$ cat src/hdl/pavg_pkg.sv
`timescale 1ns / 1ps
// ============================================================================
// pavg_pkg
// Shared types and constants of the pressure average estimator.
// ============================================================================
package pavg_pkg;

    localparam int FX_FRAC      = 11;
    localparam int ONE_W        = FX_FRAC + 1;
    localparam int ONE_FX       = 1 << FX_FRAC;
    localparam int HALF_FX      = 1 << (FX_FRAC - 1);
    localparam int DECAY_Q11    = 1677;
    localparam int DECAY_FX     = (DECAY_Q11 * ONE_FX + 1024) >> 11;
    localparam int GAIN_FX      = ONE_FX - DECAY_FX;
    localparam int MISSED_CAP   = 255;
    localparam int CAP_W        = $clog2(MISSED_CAP + 1);
    localparam int PCT_SCALE    = 100;
    localparam int PCT_W        = 7;
    localparam int AVG_W        = 18;
    localparam int HUND_W       = 14;
    localparam int TIME_W       = 64;
    localparam int PER_W        = 32;
    localparam int NUM_W        = TIME_W + PCT_W;
    localparam int DCNT_W       = $clog2(NUM_W);
    localparam logic [PER_W-1:0] PERIOD_RESET = 32'd2004000000;

    // register index decoded from paddr[2]
    localparam logic REG_PERIOD = 1'b0;

    typedef struct packed {
        logic [TIME_W-1:0] now_ns;
        logic [TIME_W-1:0] next_update;
        logic [TIME_W-1:0] last_update;
        logic [AVG_W-1:0]  avg_in;
        logic [TIME_W-1:0] total_stall;
        logic [TIME_W-1:0] total_at_last;
    } in_item_t;

    typedef struct packed {
        logic [AVG_W-1:0]  avg_out;
        logic [HUND_W-1:0] avg_hundredths;
        logic              refreshed;
    } res_item_t;

    // item after classification by the front end
    typedef struct packed {
        logic              due;
        logic [TIME_W-1:0] since_due;
        logic [TIME_W-1:0] base_elapsed;
        logic [TIME_W-1:0] sample_raw;
        logic [AVG_W-1:0]  avg;
    } cls_item_t;

    typedef struct packed {
        logic              start;
        logic [NUM_W-1:0]  num;
        logic [TIME_W-1:0] den;
    } div_req_t;

    typedef struct packed {
        logic              busy;
        logic              done;
        logic [NUM_W-1:0]  quo;
        logic [TIME_W-1:0] rem;
    } div_rsp_t;

endpackage

$ cat src/hdl/pavg_front.sv
`timescale 1ns / 1ps
// ============================================================================
// pavg_front
// Accept items, classify them and hold them in a two-entry queue.
// ============================================================================
module pavg_front (
    input  logic                 clk,
    input  logic                 rst_n,
    input  logic                 push,
    output logic                 full,
    input  pavg_pkg::in_item_t   item,
    input  logic                 pop,
    output logic                 empty,
    output pavg_pkg::cls_item_t  cls
);
    pavg_pkg::cls_item_t cls_in;
    pavg_pkg::cls_item_t q_reg [2];
    logic       wr_ptr_reg, rd_ptr_reg;
    logic [1:0] cnt_reg;
    logic       do_push, do_pop;

    always_comb
    begin
        cls_in.due          = (item.now_ns >= item.next_update);
        cls_in.since_due    = item.now_ns - item.next_update;
        cls_in.base_elapsed = item.next_update - item.last_update;
        cls_in.sample_raw   = item.total_stall - item.total_at_last;
        cls_in.avg          = item.avg_in;
    end

    assign full    = (cnt_reg == 2'd2);
    assign empty   = (cnt_reg == 2'd0);
    assign do_push = push && !full;
    assign do_pop  = pop && !empty;
    assign cls     = q_reg[rd_ptr_reg];

    always_ff @(posedge clk)
    begin
        if (do_push)
        begin
            q_reg[wr_ptr_reg] <= cls_in;
        end
    end

    always_ff @(posedge clk or negedge rst_n)
    begin
        if (!rst_n)
        begin
            wr_ptr_reg <= 1'b0;
            rd_ptr_reg <= 1'b0;
            cnt_reg    <= 2'd0;
        end
        else
        begin
            if (do_push)
            begin
                wr_ptr_reg <= !wr_ptr_reg;
            end
            if (do_pop)
            begin
                rd_ptr_reg <= !rd_ptr_reg;
            end
            if (do_push && !do_pop)
            begin
                cnt_reg <= cnt_reg + 2'd1;
            end
            else if (do_pop && !do_push)
            begin
                cnt_reg <= cnt_reg - 2'd1;
            end
        end
    end
endmodule

$ cat src/hdl/pavg_div.sv
`timescale 1ns / 1ps
// ============================================================================
// pavg_div
// Serial restoring divider, one quotient bit per cycle.
// ============================================================================
module pavg_div (
    input  logic                clk,
    input  logic                rst_n,
    input  pavg_pkg::div_req_t  req,
    output pavg_pkg::div_rsp_t  rsp
);
    localparam int NW = pavg_pkg::NUM_W;
    localparam int TW = pavg_pkg::TIME_W;
    localparam int CW = pavg_pkg::DCNT_W;

    logic [NW-1:0] num_reg, quo_reg;
    logic [TW-1:0] den_reg, rem_reg;
    logic [CW-1:0] cnt_reg;
    logic          busy_reg, done_reg;
    logic [TW:0]   rs, diff;
    logic          ge;

    always_comb
    begin
        rs   = {rem_reg, num_reg[NW-1]};
        ge   = (rs >= {1'b0, den_reg});
        diff = rs - {1'b0, den_reg};
    end

    always_ff @(posedge clk)
    begin
        if (req.start)
        begin
            num_reg <= req.num;
            den_reg <= req.den;
            rem_reg <= '0;
            quo_reg <= '0;
        end
        else if (busy_reg)
        begin
            num_reg <= {num_reg[NW-2:0], 1'b0};
            rem_reg <= ge ? diff[TW-1:0] : rs[TW-1:0];
            quo_reg <= {quo_reg[NW-2:0], ge};
        end
    end

    always_ff @(posedge clk or negedge rst_n)
    begin
        if (!rst_n)
        begin
            busy_reg <= 1'b0;
            done_reg <= 1'b0;
            cnt_reg  <= '0;
        end
        else if (req.start)
        begin
            busy_reg <= 1'b1;
            done_reg <= 1'b0;
            cnt_reg  <= '0;
        end
        else if (busy_reg)
        begin
            cnt_reg <= cnt_reg + CW'(1);
            if (cnt_reg == CW'(NW - 1))
            begin
                busy_reg <= 1'b0;
                done_reg <= 1'b1;
            end
        end
        else
        begin
            done_reg <= 1'b0;
        end
    end

    always_comb
    begin
        rsp.busy = busy_reg;
        rsp.done = done_reg;
        rsp.quo  = quo_reg;
        rsp.rem  = rem_reg;
    end
endmodule

$ cat src/hdl/pavg_back.sv
`timescale 1ns / 1ps
// ============================================================================
// pavg_back
// Sequencer: missed periods, decay power, stall percentage, final fold and hundredths.
// ============================================================================
module pavg_back (
    input  logic                       clk,
    input  logic                       rst_n,
    input  logic [pavg_pkg::PER_W-1:0] period,
    input  logic                       item_empty,
    input  pavg_pkg::cls_item_t        cls,
    output logic                       item_pop,
    input  logic                       res_full,
    output logic                       res_push,
    output pavg_pkg::res_item_t        res
);
    localparam int TW = pavg_pkg::TIME_W;
    localparam int NW = pavg_pkg::NUM_W;
    localparam int FB = pavg_pkg::FX_FRAC;
    localparam int OW = pavg_pkg::ONE_W;
    localparam int AW = pavg_pkg::AVG_W;
    localparam int KW = pavg_pkg::CAP_W;
    localparam int PW = pavg_pkg::PCT_W;
    localparam int VW = AW + OW + 2;

    typedef enum logic [9:0] {
        S_IDLE   = 10'b0000000001,
        S_DIV1   = 10'b0000000010,
        S_CHK    = 10'b0000000100,
        S_POW    = 10'b0000001000,
        S_DECAY  = 10'b0000010000,
        S_PSTART = 10'b0000100000,
        S_DIV2   = 10'b0001000000,
        S_FOLD   = 10'b0010000000,
        S_HUND   = 10'b0100000000,
        S_EMIT   = 10'b1000000000
    } state_t;

    state_t state_reg, state_next;

    pavg_pkg::div_req_t div_req;
    pavg_pkg::div_rsp_t div_rsp;

    logic [TW-1:0] base_el_reg, sample_reg, elapsed_reg;
    logic [AW-1:0] avg_reg;
    logic [KW-1:0] n_reg;
    logic          missed_nz_reg;
    logic [OW-1:0] acc_reg, base_reg;
    logic [NW-1:0] num_reg;
    logic          fresh_reg;
    logic [pavg_pkg::HUND_W-1:0] hund_reg;

    logic [TW-1:0] sample_clamp;
    logic [NW-1:0] s_ext;
    logic [2*OW:0] acc_prod, base_prod;
    logic [VW-1:0] dec_v, fold_v;
    logic [AW+OW-1:0] dec_mul;
    logic [PW+FB-1:0] active;
    logic [pavg_pkg::HUND_W-1:0] hund_int;
    logic [FB+PW-1:0] hund_frac;

    pavg_div u_div (
        .clk   (clk),
        .rst_n (rst_n),
        .req   (div_req),
        .rsp   (div_rsp)
    );

    always_comb
    begin
        sample_clamp = (sample_reg > elapsed_reg) ? elapsed_reg : sample_reg;
        s_ext        = NW'(sample_clamp);
        acc_prod     = (2*OW+1)'(acc_reg * base_reg) + (2*OW+1)'(pavg_pkg::HALF_FX);
        base_prod    = (2*OW+1)'(base_reg * base_reg) + (2*OW+1)'(pavg_pkg::HALF_FX);
        dec_mul      = (AW+OW)'(avg_reg * acc_reg);
        dec_v        = VW'(dec_mul) + ((avg_reg == '0) ? VW'(pavg_pkg::ONE_FX - 1) : '0);
        active       = {div_rsp.quo[PW-1:0], {FB{1'b0}}};
        fold_v       = VW'(avg_reg * OW'(pavg_pkg::DECAY_FX))
                     + VW'(active * OW'(pavg_pkg::GAIN_FX))
                     + ((AW'(active) >= avg_reg) ? VW'(pavg_pkg::ONE_FX - 1) : '0);
        hund_int     = pavg_pkg::HUND_W'(avg_reg[AW-1:FB] * PW'(pavg_pkg::PCT_SCALE));
        hund_frac    = (FB+PW)'(avg_reg[FB-1:0] * PW'(pavg_pkg::PCT_SCALE));
    end

    // hand one item at a time to the datapath
    always_comb
    begin
        state_next    = state_reg;
        item_pop      = 1'b0;
        res_push      = 1'b0;
        div_req.start = 1'b0;
        div_req.num   = {{(NW-TW){1'b0}}, cls.since_due};
        div_req.den   = TW'(period);
        case (state_reg)
            S_IDLE:
            begin
                if (!item_empty)
                begin
                    item_pop = 1'b1;
                    if (cls.due)
                    begin
                        div_req.start = 1'b1;
                        state_next    = S_DIV1;
                    end
                    else
                    begin
                        state_next = S_HUND;
                    end
                end
            end
            S_DIV1:
            begin
                if (div_rsp.done)
                begin
                    state_next = S_CHK;
                end
            end
            S_CHK:
            begin
                if (elapsed_reg == '0)
                begin
                    state_next = S_HUND;
                end
                else if (missed_nz_reg)
                begin
                    state_next = S_POW;
                end
                else
                begin
                    state_next = S_PSTART;
                end
            end
            S_POW:
            begin
                if (n_reg == '0)
                begin
                    state_next = S_DECAY;
                end
            end
            S_DECAY:
            begin
                state_next = S_PSTART;
            end
            S_PSTART:
            begin
                div_req.start = 1'b1;
                div_req.num   = num_reg;
                div_req.den   = elapsed_reg;
                state_next    = S_DIV2;
            end
            S_DIV2:
            begin
                if (div_rsp.done)
                begin
                    state_next = S_FOLD;
                end
            end
            S_FOLD:
            begin
                state_next = S_HUND;
            end
            S_HUND:
            begin
                state_next = S_EMIT;
            end
            S_EMIT:
            begin
                if (!res_full)
                begin
                    res_push   = 1'b1;
                    state_next = S_IDLE;
                end
            end
            default:
            begin
                state_next = S_IDLE;
            end
        endcase
    end

    always_ff @(posedge clk or negedge rst_n)
    begin
        if (!rst_n)
        begin
            state_reg <= S_IDLE;
        end
        else
        begin
            state_reg <= state_next;
        end
    end

    always_ff @(posedge clk)
    begin
        case (state_reg)
            S_IDLE:
            begin
                base_el_reg <= cls.base_elapsed;
                sample_reg  <= cls.sample_raw;
                avg_reg     <= cls.avg;
                fresh_reg   <= 1'b0;
            end
            S_DIV1:
            begin
                // elapsed = due - last + (now - due) mod period
                elapsed_reg   <= base_el_reg + div_rsp.rem;
                missed_nz_reg <= (div_rsp.quo[TW-1:0] != '0);
                n_reg         <= (div_rsp.quo[TW-1:KW] != '0) ? KW'(pavg_pkg::MISSED_CAP)
                                                             : div_rsp.quo[KW-1:0];
            end
            S_CHK:
            begin
                num_reg  <= (s_ext << 6) + (s_ext << 5) + (s_ext << 2);
                acc_reg  <= OW'(pavg_pkg::ONE_FX);
                base_reg <= OW'(pavg_pkg::DECAY_FX);
            end
            S_POW:
            begin
                if (n_reg != '0)
                begin
                    if (n_reg[0])
                    begin
                        acc_reg <= acc_prod[FB+OW-1:FB];
                    end
                    base_reg <= base_prod[FB+OW-1:FB];
                    n_reg    <= n_reg >> 1;
                end
            end
            S_DECAY:
            begin
                avg_reg <= dec_v[FB+AW-1:FB];
            end
            S_FOLD:
            begin
                avg_reg   <= fold_v[FB+AW-1:FB];
                fresh_reg <= 1'b1;
            end
            S_HUND:
            begin
                hund_reg <= hund_int + pavg_pkg::HUND_W'(hund_frac[FB+PW-1:FB]);
            end
            default:
            begin
            end
        endcase
    end

    always_comb
    begin
        res.avg_out        = avg_reg;
        res.avg_hundredths = hund_reg;
        res.refreshed      = fresh_reg;
    end
endmodule

$ cat src/hdl/pavg_outq.sv
`timescale 1ns / 1ps
// ============================================================================
// pavg_outq
// Two-entry result queue between the sequencer and the result side.
// ============================================================================
module pavg_outq (
    input  logic                 clk,
    input  logic                 rst_n,
    input  logic                 push,
    output logic                 full,
    input  pavg_pkg::res_item_t  din,
    input  logic                 pop,
    output logic                 empty,
    output pavg_pkg::res_item_t  dout
);
    pavg_pkg::res_item_t q_reg [2];
    logic       wr_ptr_reg, rd_ptr_reg;
    logic [1:0] cnt_reg;
    logic       do_push, do_pop;

    assign full    = (cnt_reg == 2'd2);
    assign empty   = (cnt_reg == 2'd0);
    assign do_push = push && !full;
    assign do_pop  = pop && !empty;
    assign dout    = q_reg[rd_ptr_reg];

    always_ff @(posedge clk)
    begin
        if (do_push)
        begin
            q_reg[wr_ptr_reg] <= din;
        end
    end

    always_ff @(posedge clk or negedge rst_n)
    begin
        if (!rst_n)
        begin
            wr_ptr_reg <= 1'b0;
            rd_ptr_reg <= 1'b0;
            cnt_reg    <= 2'd0;
        end
        else
        begin
            if (do_push)
            begin
                wr_ptr_reg <= !wr_ptr_reg;
            end
            if (do_pop)
            begin
                rd_ptr_reg <= !rd_ptr_reg;
            end
            if (do_push && !do_pop)
            begin
                cnt_reg <= cnt_reg + 2'd1;
            end
            else if (do_pop && !do_push)
            begin
                cnt_reg <= cnt_reg - 2'd1;
            end
        end
    end
endmodule

$ cat src/hdl/pressure_avg10_estimator_unit.sv
`timescale 1ns / 1ps
// ============================================================================
// pressure_avg10_estimator_unit
// Ten-second exponential pressure average, 11 fraction bits.
// Steps: an item not yet due goes straight to hundredths; otherwise
//   two 71-step serial divisions, up to 8 powering steps, fold, hundredths.
// Throughput: one item at a time in the sequencer, so the serial divider
//   sets the rate; two input items and two results may queue.
// Reset: rst_n clears the queues and sequencer at once; period_ns = 2004000000.
// ============================================================================
module pressure_avg10_estimator_unit (
    input  logic                 clk,
    input  logic                 rst_n,
    // input item side
    input  logic                 push,
    output logic                 full,
    input  pavg_pkg::in_item_t   item,
    // result side
    output logic                 empty,
    input  logic                 pop,
    output pavg_pkg::res_item_t  result,
    // configuration port
    input  logic                 psel,
    input  logic                 penable,
    input  logic                 pwrite,
    input  logic [2:0]           paddr,
    input  logic [31:0]          pwdata,
    output logic [31:0]          prdata,
    output logic                 pready
);
    logic [pavg_pkg::PER_W-1:0] period_reg;
    logic [pavg_pkg::PER_W-1:0] period_eff;
    logic                       cfg_wr;

    logic                 item_empty, item_pop;
    pavg_pkg::cls_item_t  cls;
    logic                 res_full, res_push;
    pavg_pkg::res_item_t  res;

    // Configuration: single register, written in the access phase.
    assign pready = 1'b1;
    assign cfg_wr = psel && penable && pwrite && pready;
    assign prdata = (paddr[2] == pavg_pkg::REG_PERIOD) ? period_reg : 32'd0;

    always_ff @(posedge clk or negedge rst_n)
    begin
        if (!rst_n)
        begin
            period_reg <= pavg_pkg::PERIOD_RESET;
        end
        else if (cfg_wr && paddr[2] == pavg_pkg::REG_PERIOD)
        begin
            period_reg <= pwdata;
        end
    end

    // Treat a zero period as one so the divider never sees a zero divisor.
    assign period_eff = (period_reg == '0) ? pavg_pkg::PER_W'(1) : period_reg;

    // Front: take items, work out the time and stall deltas, queue them.
    pavg_front u_front (
        .clk   (clk),
        .rst_n (rst_n),
        .push  (push),
        .full  (full),
        .item  (item),
        .pop   (item_pop),
        .empty (item_empty),
        .cls   (cls)
    );

    // Back: missed periods, decay, stall percentage, fold and hundredths.
    pavg_back u_back (
        .clk        (clk),
        .rst_n      (rst_n),
        .period     (period_eff),
        .item_empty (item_empty),
        .cls        (cls),
        .item_pop   (item_pop),
        .res_full   (res_full),
        .res_push   (res_push),
        .res        (res)
    );

    // Result queue: lets the sequencer finish while the consumer stalls.
    pavg_outq u_outq (
        .clk   (clk),
        .rst_n (rst_n),
        .push  (res_push),
        .full  (res_full),
        .din   (res),
        .pop   (pop),
        .empty (empty),
        .dout  (result)
    );

    // The sequencer only emits into a queue with room.
    a_push_room: assert property (@(posedge clk) disable iff (!rst_n)
        res_push |-> !res_full)
        else $error("result pushed into a full queue");

    // The sequencer only takes an item that is there.
    a_pop_avail: assert property (@(posedge clk) disable iff (!rst_n)
        item_pop |-> !item_empty)
        else $error("item taken from an empty queue");

    // An item popped means a result is pushed before the next pop.
    a_one_in_flight: assert property (@(posedge clk) disable iff (!rst_n)
        item_pop |=> !item_pop)
        else $error("two items taken back to back");
endmodule
$ cat config.mk
export PLATFORM = sky130hd
export DESIGN_NAME = pressure_avg10_estimator_unit
export DESIGN_NICKNAME = d
export VERILOG_FILES = /design/src/hdl/pavg_pkg.sv /design/src/hdl/pavg_front.sv /design/src/hdl/pavg_div.sv /design/src/hdl/pavg_back.sv /design/src/hdl/pavg_outq.sv /design/src/hdl/pressure_avg10_estimator_unit.sv
export SDC_FILE = /design/constraint.sdc
export NUM_CORES = 2
export LEC_CHECK = 0
export BUFFER_PORTS_ARGS = -buffer_cell sky130_fd_sc_hd__buf_2
export CAP_MARGIN = 20
export CORE_ASPECT_RATIO = 0.6
export CORE_MARGIN = 10
export CORE_UTILIZATION = 35
export CTS_CLUSTER_SIZE = 20
export DETAILED_ROUTE_END_ITERATION = 16
export PLACE_DENSITY = 0.62
export SLEW_MARGIN = 40
export SYNTH_ARGS = -nofsm -noshare
export SYNTH_HDL_FRONTEND = slang
export SYNTH_SLANG_ARGS = --single-unit
export TNS_END_PERCENT = 100
$ cat constraint.sdc
create_clock -name clk -period 14.33 [get_ports clk]
set_input_delay 1.433 -clock clk [delete_from_list [all_inputs] [get_ports clk]]
set_output_delay 1.433 -clock clk [all_outputs]
set_load 0.02 [all_outputs]
---- Word-level counts from Yosys, hierarchy flattened ----
Memory sizes are Yosys's and may differ from the RTL's.
Cells that the tools add are included.
storage, ports and cells
  memories ................................ 2
  bits in registers ....................... 651
  memory bits (writable) .................. 488
  output and inout port bits .............. 68
operators by class
  add/subtract/negate cells ............... 18
  $mul .................................... 7
  mux-type cells .......................... 51
  order comparisons ....................... 4
  reductions and logical operators ........ 43
  equality and inequality tests ........... 21
  bitwise gates (word level) .............. 1
memory list
  memory         words  bits a word  rd ports  clocked after Yosys merged registers in  write ports  RTL line          source
  u_front.q_reg  2      211          1         0                                        1            pavg_front.sv:17  pavg_pkg::cls_item_t q_reg [2];
  u_outq.q_reg   2      33           1         0                                        1            pavg_outq.sv:16   pavg_pkg::res_item_t q_reg [2];
operators by type and width
  operator                count
  $sub 64x64->64          4
  $mux 71                 2
  $mux 135                1
  $mux 64                 2
  $pmux 10 s10            1
  $add 70x69->71          1
  $add 71x66->71          1
  $ge 65x64->1            1
  $add 64x64->64          1
  $ge 64x64->1            1
  $gt 64x64->1            1
  $logic_not 64->1        1
  $mux 32                 2
  $reduce_bool 64->1      1
  $mux 10                 6
  $add 29x29->29          2
  $reduce_bool 56->1      1
  $pmux 18 s3             1
  $pmux 12 s2             2
  $add 23x11->23 const B  2
  $mul 12x12->23          2
  $mux 12                 3
  $logic_not 32->1        1
  $add 29x27->29          1
  other kinds (46)        104

---- Longest topological paths before layout ----
  depth in word-level cells ............... 8
  gate-level depth with buffers ........... 32
  mapped depth without buffers ............ 32

---- Cells and area by module ----
Synthesis repeated with hierarchy kept, for this count alone.
second synthesis, totals
  cells, all modules ...................... 9008
  area, all modules ....................... 91706.7 µm²
modules (own cells, without submodules)
  module                         times used  sequential area each (µm²)  area an instance (µm²)  cells each
  pavg_back                      1           10070.9                     45297.2                 4749
  pavg_front                     1           12772.2                     27204.8                 2484
  pavg_div                       1           6981.7                      14715.4                 1506
  pavg_outq                      1           2082.0                      2730.1                  122
  pressure_avg10_estimator_unit  1           819.5                       1759.2                  147

---- Worst setup path after synthesis ----
No wires, ideal clock.
  kind .................................... input to register
  start point ............................. input push
  end point ............................... memory u_front.q_reg[0][0] (netlist bit) (enable)
  stages on the path ...................... 2
  library setup time ...................... 0.786 ns
  arrival time ............................ 10.268 ns
  setup slack ............................. 3.277 ns
  cells stage by stage .................... nand2_1 nor2_1
on the way
  word-level cells in the longest chain between the ends .. 3
RTL lines
  what                          RTL line                             source
  start: declaration            pressure_avg10_estimator_unit.sv:15  input logic push,
  $logic_and 1x1->1             pavg_front.sv:33                     assign do_push = push && !full;
  $mux 1                        pavg_front.sv:39                     if (do_push)
  $mux 1 (not written as such)  pavg_front.sv:41                     q_reg[wr_ptr_reg] <= cls_in;
  end: declaration              pavg_front.sv:17
Every way passes these cells.

---- Worst setup path after layout ----
  start point ............................. register u_back.elapsed_reg[13]
  end point ............................... register u_back.num_reg[47], data pin
on the way
  word-level cells in the longest chain between the ends .. 4
RTL lines
  what                      RTL line          source
  start: declaration        pavg_back.sv:44   logic [TW-1:0] base_el_reg, sample_reg, elapsed_reg;
  start signal: assignment  pavg_back.sv:206  elapsed_reg <= base_el_reg + div_rsp.rem;
  $gt 64x64->1              pavg_back.sv:71   sample_clamp = (sample_reg > elapsed_reg) ? elapsed_reg : sample_reg;
  $mux 64 (*)               pavg_back.sv:71
  $add 70x69->71            pavg_back.sv:213  num_reg <= (s_ext << 6) + (s_ext << 5) + (s_ext << 2);
  $add 71x66->71 (*)        pavg_back.sv:213
  end signal: assignment    pavg_back.sv:213
  end: declaration          pavg_back.sv:49   logic [NW-1:0] num_reg;
Every way passes the cells marked *; elsewhere a longest branch is shown, timed or not.
A chain may end at the register's enable or synchronous reset.

==> key figures <==
Outcome
  – Outcome: complete, no violations

Timing
  – Final period utilization: 67.98%
  – RSZ-0062 raised after global routing: false
  – Final Hold Vio Count: 0
  – Final setup violation count: 0
  – Worst Max-Slew Pin Slew: about 0.95 ns
  – Period minus WS final: 9.742 ns
  – Worst slew margin: between 30% and 40%
  – Peak Freq: 0.1026 GHz
  – Slew Viols, Final: 0
  – Clock Skews: 0.08717 ns
  – Setup TNS: 0 ns

Global routing
  – Antenna violations before repair: 16
  – Vias in the first global route: 65197
  – GRT Residual Overflow: 0
  – Pin count of the biggest net entering global routing: 139
  – Global Route Usage Sum: between 10% and 20%
  – First-pass GRT wire length: 416.0 mm

Routing
  – WL/cell: 22.33 µm
  – Vias/cell: approximately 5.3
  – 1st-pass router iterations: 6
  – 1st-iter DRT viols: 7093
  – Vias: 66279
  – ANT nets after route: 0
  – DRC viols: 0
  – WL final: 277.6 mm

Yosys
  – Synth unique cells: between 90 and 100
  – Top FF cell, synth: edfxtp_1
  – Cell count after synthesis: 8677
  – Synthesized area per cell: around 10 µm²
  – Synthesis Warnings: 0
  – Synth Cell Area: 88490 µm²
  – Net Count, Synth: ~10000
  – Post-synth EDFFs: 950
  – Register bit count reported by yosys: around 1100
  – Asr flop ratio synth: 5.189%
  – Seq/Total Area, Yosys: 36.82%

Clock network
  – TritonCTS clock tree: built
  – Num CTS Buffers: 117
  – Clk sinks: 1137
  – CTS Hold Bufs: 0
  – Clk_lat worst skew: 0.80 ns
  – Clock buffer depth: 3
  – Post-CTS sizing: 0
  – Worst-path clk slew: 0.06 ns
  – Clock H-tree levels: 3
  – CTS Root Cell: clkbuf_16
  – Setup bufs post-CTS: 0

Critical path
  – Critical Path AT: 10.25 ns
  – Setup crit start kind: flip-flop
  – Crit. End Element: flip-flop
  – Crit Path Class: flip-flop to flip-flop
  – CP Max Fanout: 40
  – Slowest stage cell, crit path: a221oi_1
  – CP max stage delay: 0.78 ns
  – Worst EP required: about 15 ns

Floorplan
  – Die span in x: 669.1 µm
  – Core area: 250500 µm²
  – Num rows: 142
  – DIE AREA: 274000 µm²
  – Initial Utilization: 35.32%
  – Die height: 409.5 µm
  – IO Count: roughly 450

Worst hold path
  – Worst Hold Class: flip-flop to flip-flop

Finish
  – Seq. cell area: between 30000 and 40000 µm²
  – Final non-filler cell total: roughly 12000
  – Largest register FFs: between 400 and 500
  – Nets: roughly 11000
  – Layout area overhead: 11.48%
  – Area of the multi-input gates: 50700 µm²
  – Fillcell total: 24419
  – Util after Layout: 39.38%
  – Layout cells sized above 1: about an eighth

Placed design
  – RD Place Congestion: 0.9587
  – Port bufs: 444
  – Dpl cells: 12201
  – Dpl hpwl: between 200 and 250 mm

Job
  – Max-cap violations: 0
logic make-up after synthesis:
logic type / after synthesis / synth area share [%]
AOI/OAI and AO/OA: 1743 / 12.36
xor gates and xnor gates: 468 / 4.632
adders and majority gates: 1368 / 23.65
buffers and inverters: 1431 / 6.108
DFF: 1137 / 36.82
muxes: 441 / 5.359
other: 1 / 0.004238
and+or+nand+nor: 2088 / 11.07
cell usage after synthesis, drive strengths merged (21+ instances only):
cell	instances	area share (%)
inv	1114	4.7
edfxtp	950	32
ha	860	12
nand2	702	3.0
a21oi	617	3.5
nor2	559	2.4
fa	508	11
o21ai	359	2.0
xnor2	302	3.0
clkbuf	287	1.2
a21o	263	2.2
mux2	262	3.3
mux2i	179	2.0
and2	167	1.2
xor2	166	1.6
dfxtp	128	2.9
nand3	120	0.68
nor2b	99	0.70
nand4	95	0.67
o21bai	87	0.75
a211oi	82	0.72
nor3	81	0.46
nand2b	60	0.42
nor4	60	0.42
o21a	59	0.50
a31oi	49	0.35
dfrtp	43	1.2
and3	40	0.28
buf	30	0.16
o31ai	26	0.25
or3	25	0.18
o211ai	24	0.21
or2	21	0.15
layout make-up:
type | count | area share (%)
antenna | 7 | 0.01776
clock buffer | 133 | 3.050
clock inverter | 87 | 0.9170
inverter | 1114 | 4.244
multi-input combinational | 6109 | 51.40
sequential | 1137 | 33.04
tap | 3312 | 4.201
timing repair buffer | 534 | 3.134
worst paths after layout:
path / from / to / slack (ns) / depth (start not counted)
setup / recovery: u_back.elapsed_reg[13] / u_back.num_reg[47] / 4.59 / 30
hold / removal: u_back.hund_reg[4] / u_outq.q_reg[1][5] / 0.45 / 0
setup reg to reg: u_back.elapsed_reg[13] / u_back.num_reg[47] / 4.59 / 30
hold reg to reg: u_back.hund_reg[4] / u_outq.q_reg[1][5] / 0.45 / 0
max in group asynchronous: rst_n / u_front.rd_ptr_reg / 12.99 / 1
min in group asynchronous: rst_n / period_reg[0] / 0.73 / 1
metrics by stage:
step | hold slack [ns] | instance area, µm² | setup WS [ns]
after CTS | 0.4463 | 98500 | 4.959
after global placement | 0.4272 | 94330 | 4.508
final | 0.4465 | 98650 | 4.588
after floorplan | 0.4215 | 88490 | 3.277
after global routing | 0.4623 | 98640 | 4.236
after detailed placement | 0.4319 | 94590 | 5.005
routing by layer:
layer  share of wire, %  vias to the layer above  global-route usage [%]
met1                 47                    32697                   30.09
met4                2.3                        8                   4.100
met5              0.019                        -                       0
met2                 41                     2518                   28.31
li1                   -                    30775                       -
met3                9.3                      281                   4.171
placed cells by master (no fill, tap or decap), drive strengths merged, types with 43 or more instances in the layout:
| cell | synthesis | routed |
|---|---|---|
| o21bai | 87 | 87 |
| a21o | 263 | 263 |
| nor3 | 81 | 81 |
| and2 | 167 | 167 |
| o21a | 59 | 59 |
| a211oi | 82 | 82 |
| nor4 | 60 | 60 |
| xnor2 | 302 | 302 |
| clkbuf | 287 | 133 |
| o21ai | 359 | 359 |
| nor2b | 99 | 99 |
| fa | 508 | 508 |
| ha | 860 | 860 |
| clkinv | 0 | 58 |
| inv | 1114 | 1124 |
| nand4 | 95 | 95 |
| a21oi | 617 | 617 |
| dfxtp | 128 | 128 |
| mux2i | 179 | 179 |
| mux2 | 262 | 262 |
| nand2b | 60 | 60 |
| a31oi | 49 | 49 |
| nand3 | 120 | 120 |
| xor2 | 166 | 166 |
| dfrtp | 43 | 43 |
| edfxtp | 950 | 950 |
| nand2 | 702 | 702 |
| nor2 | 559 | 559 |
| buf | 30 | 534 |
worst max-delay path, delay by kind of cell, from the launching register on:
| kind | cells | cell delay (ns) |
|---|---|---|
| AOI/OAI and AO/OA | 16 | 5.01 |
| buffers and inverters | 5 | 1.32 |
| adders and majority gates | 3 | 1.10 |
| and+or+nand+nor | 4 | 0.82 |
| muxes | 1 | 0.59 |
| DFF | 1 | 0.48 |
| xor gates and xnor gates | 1 | 0.09 |
Power is left out: the tool's default activity adds up to more than one toggle a clock period on the data nets, which glitch-free logic cannot reach.
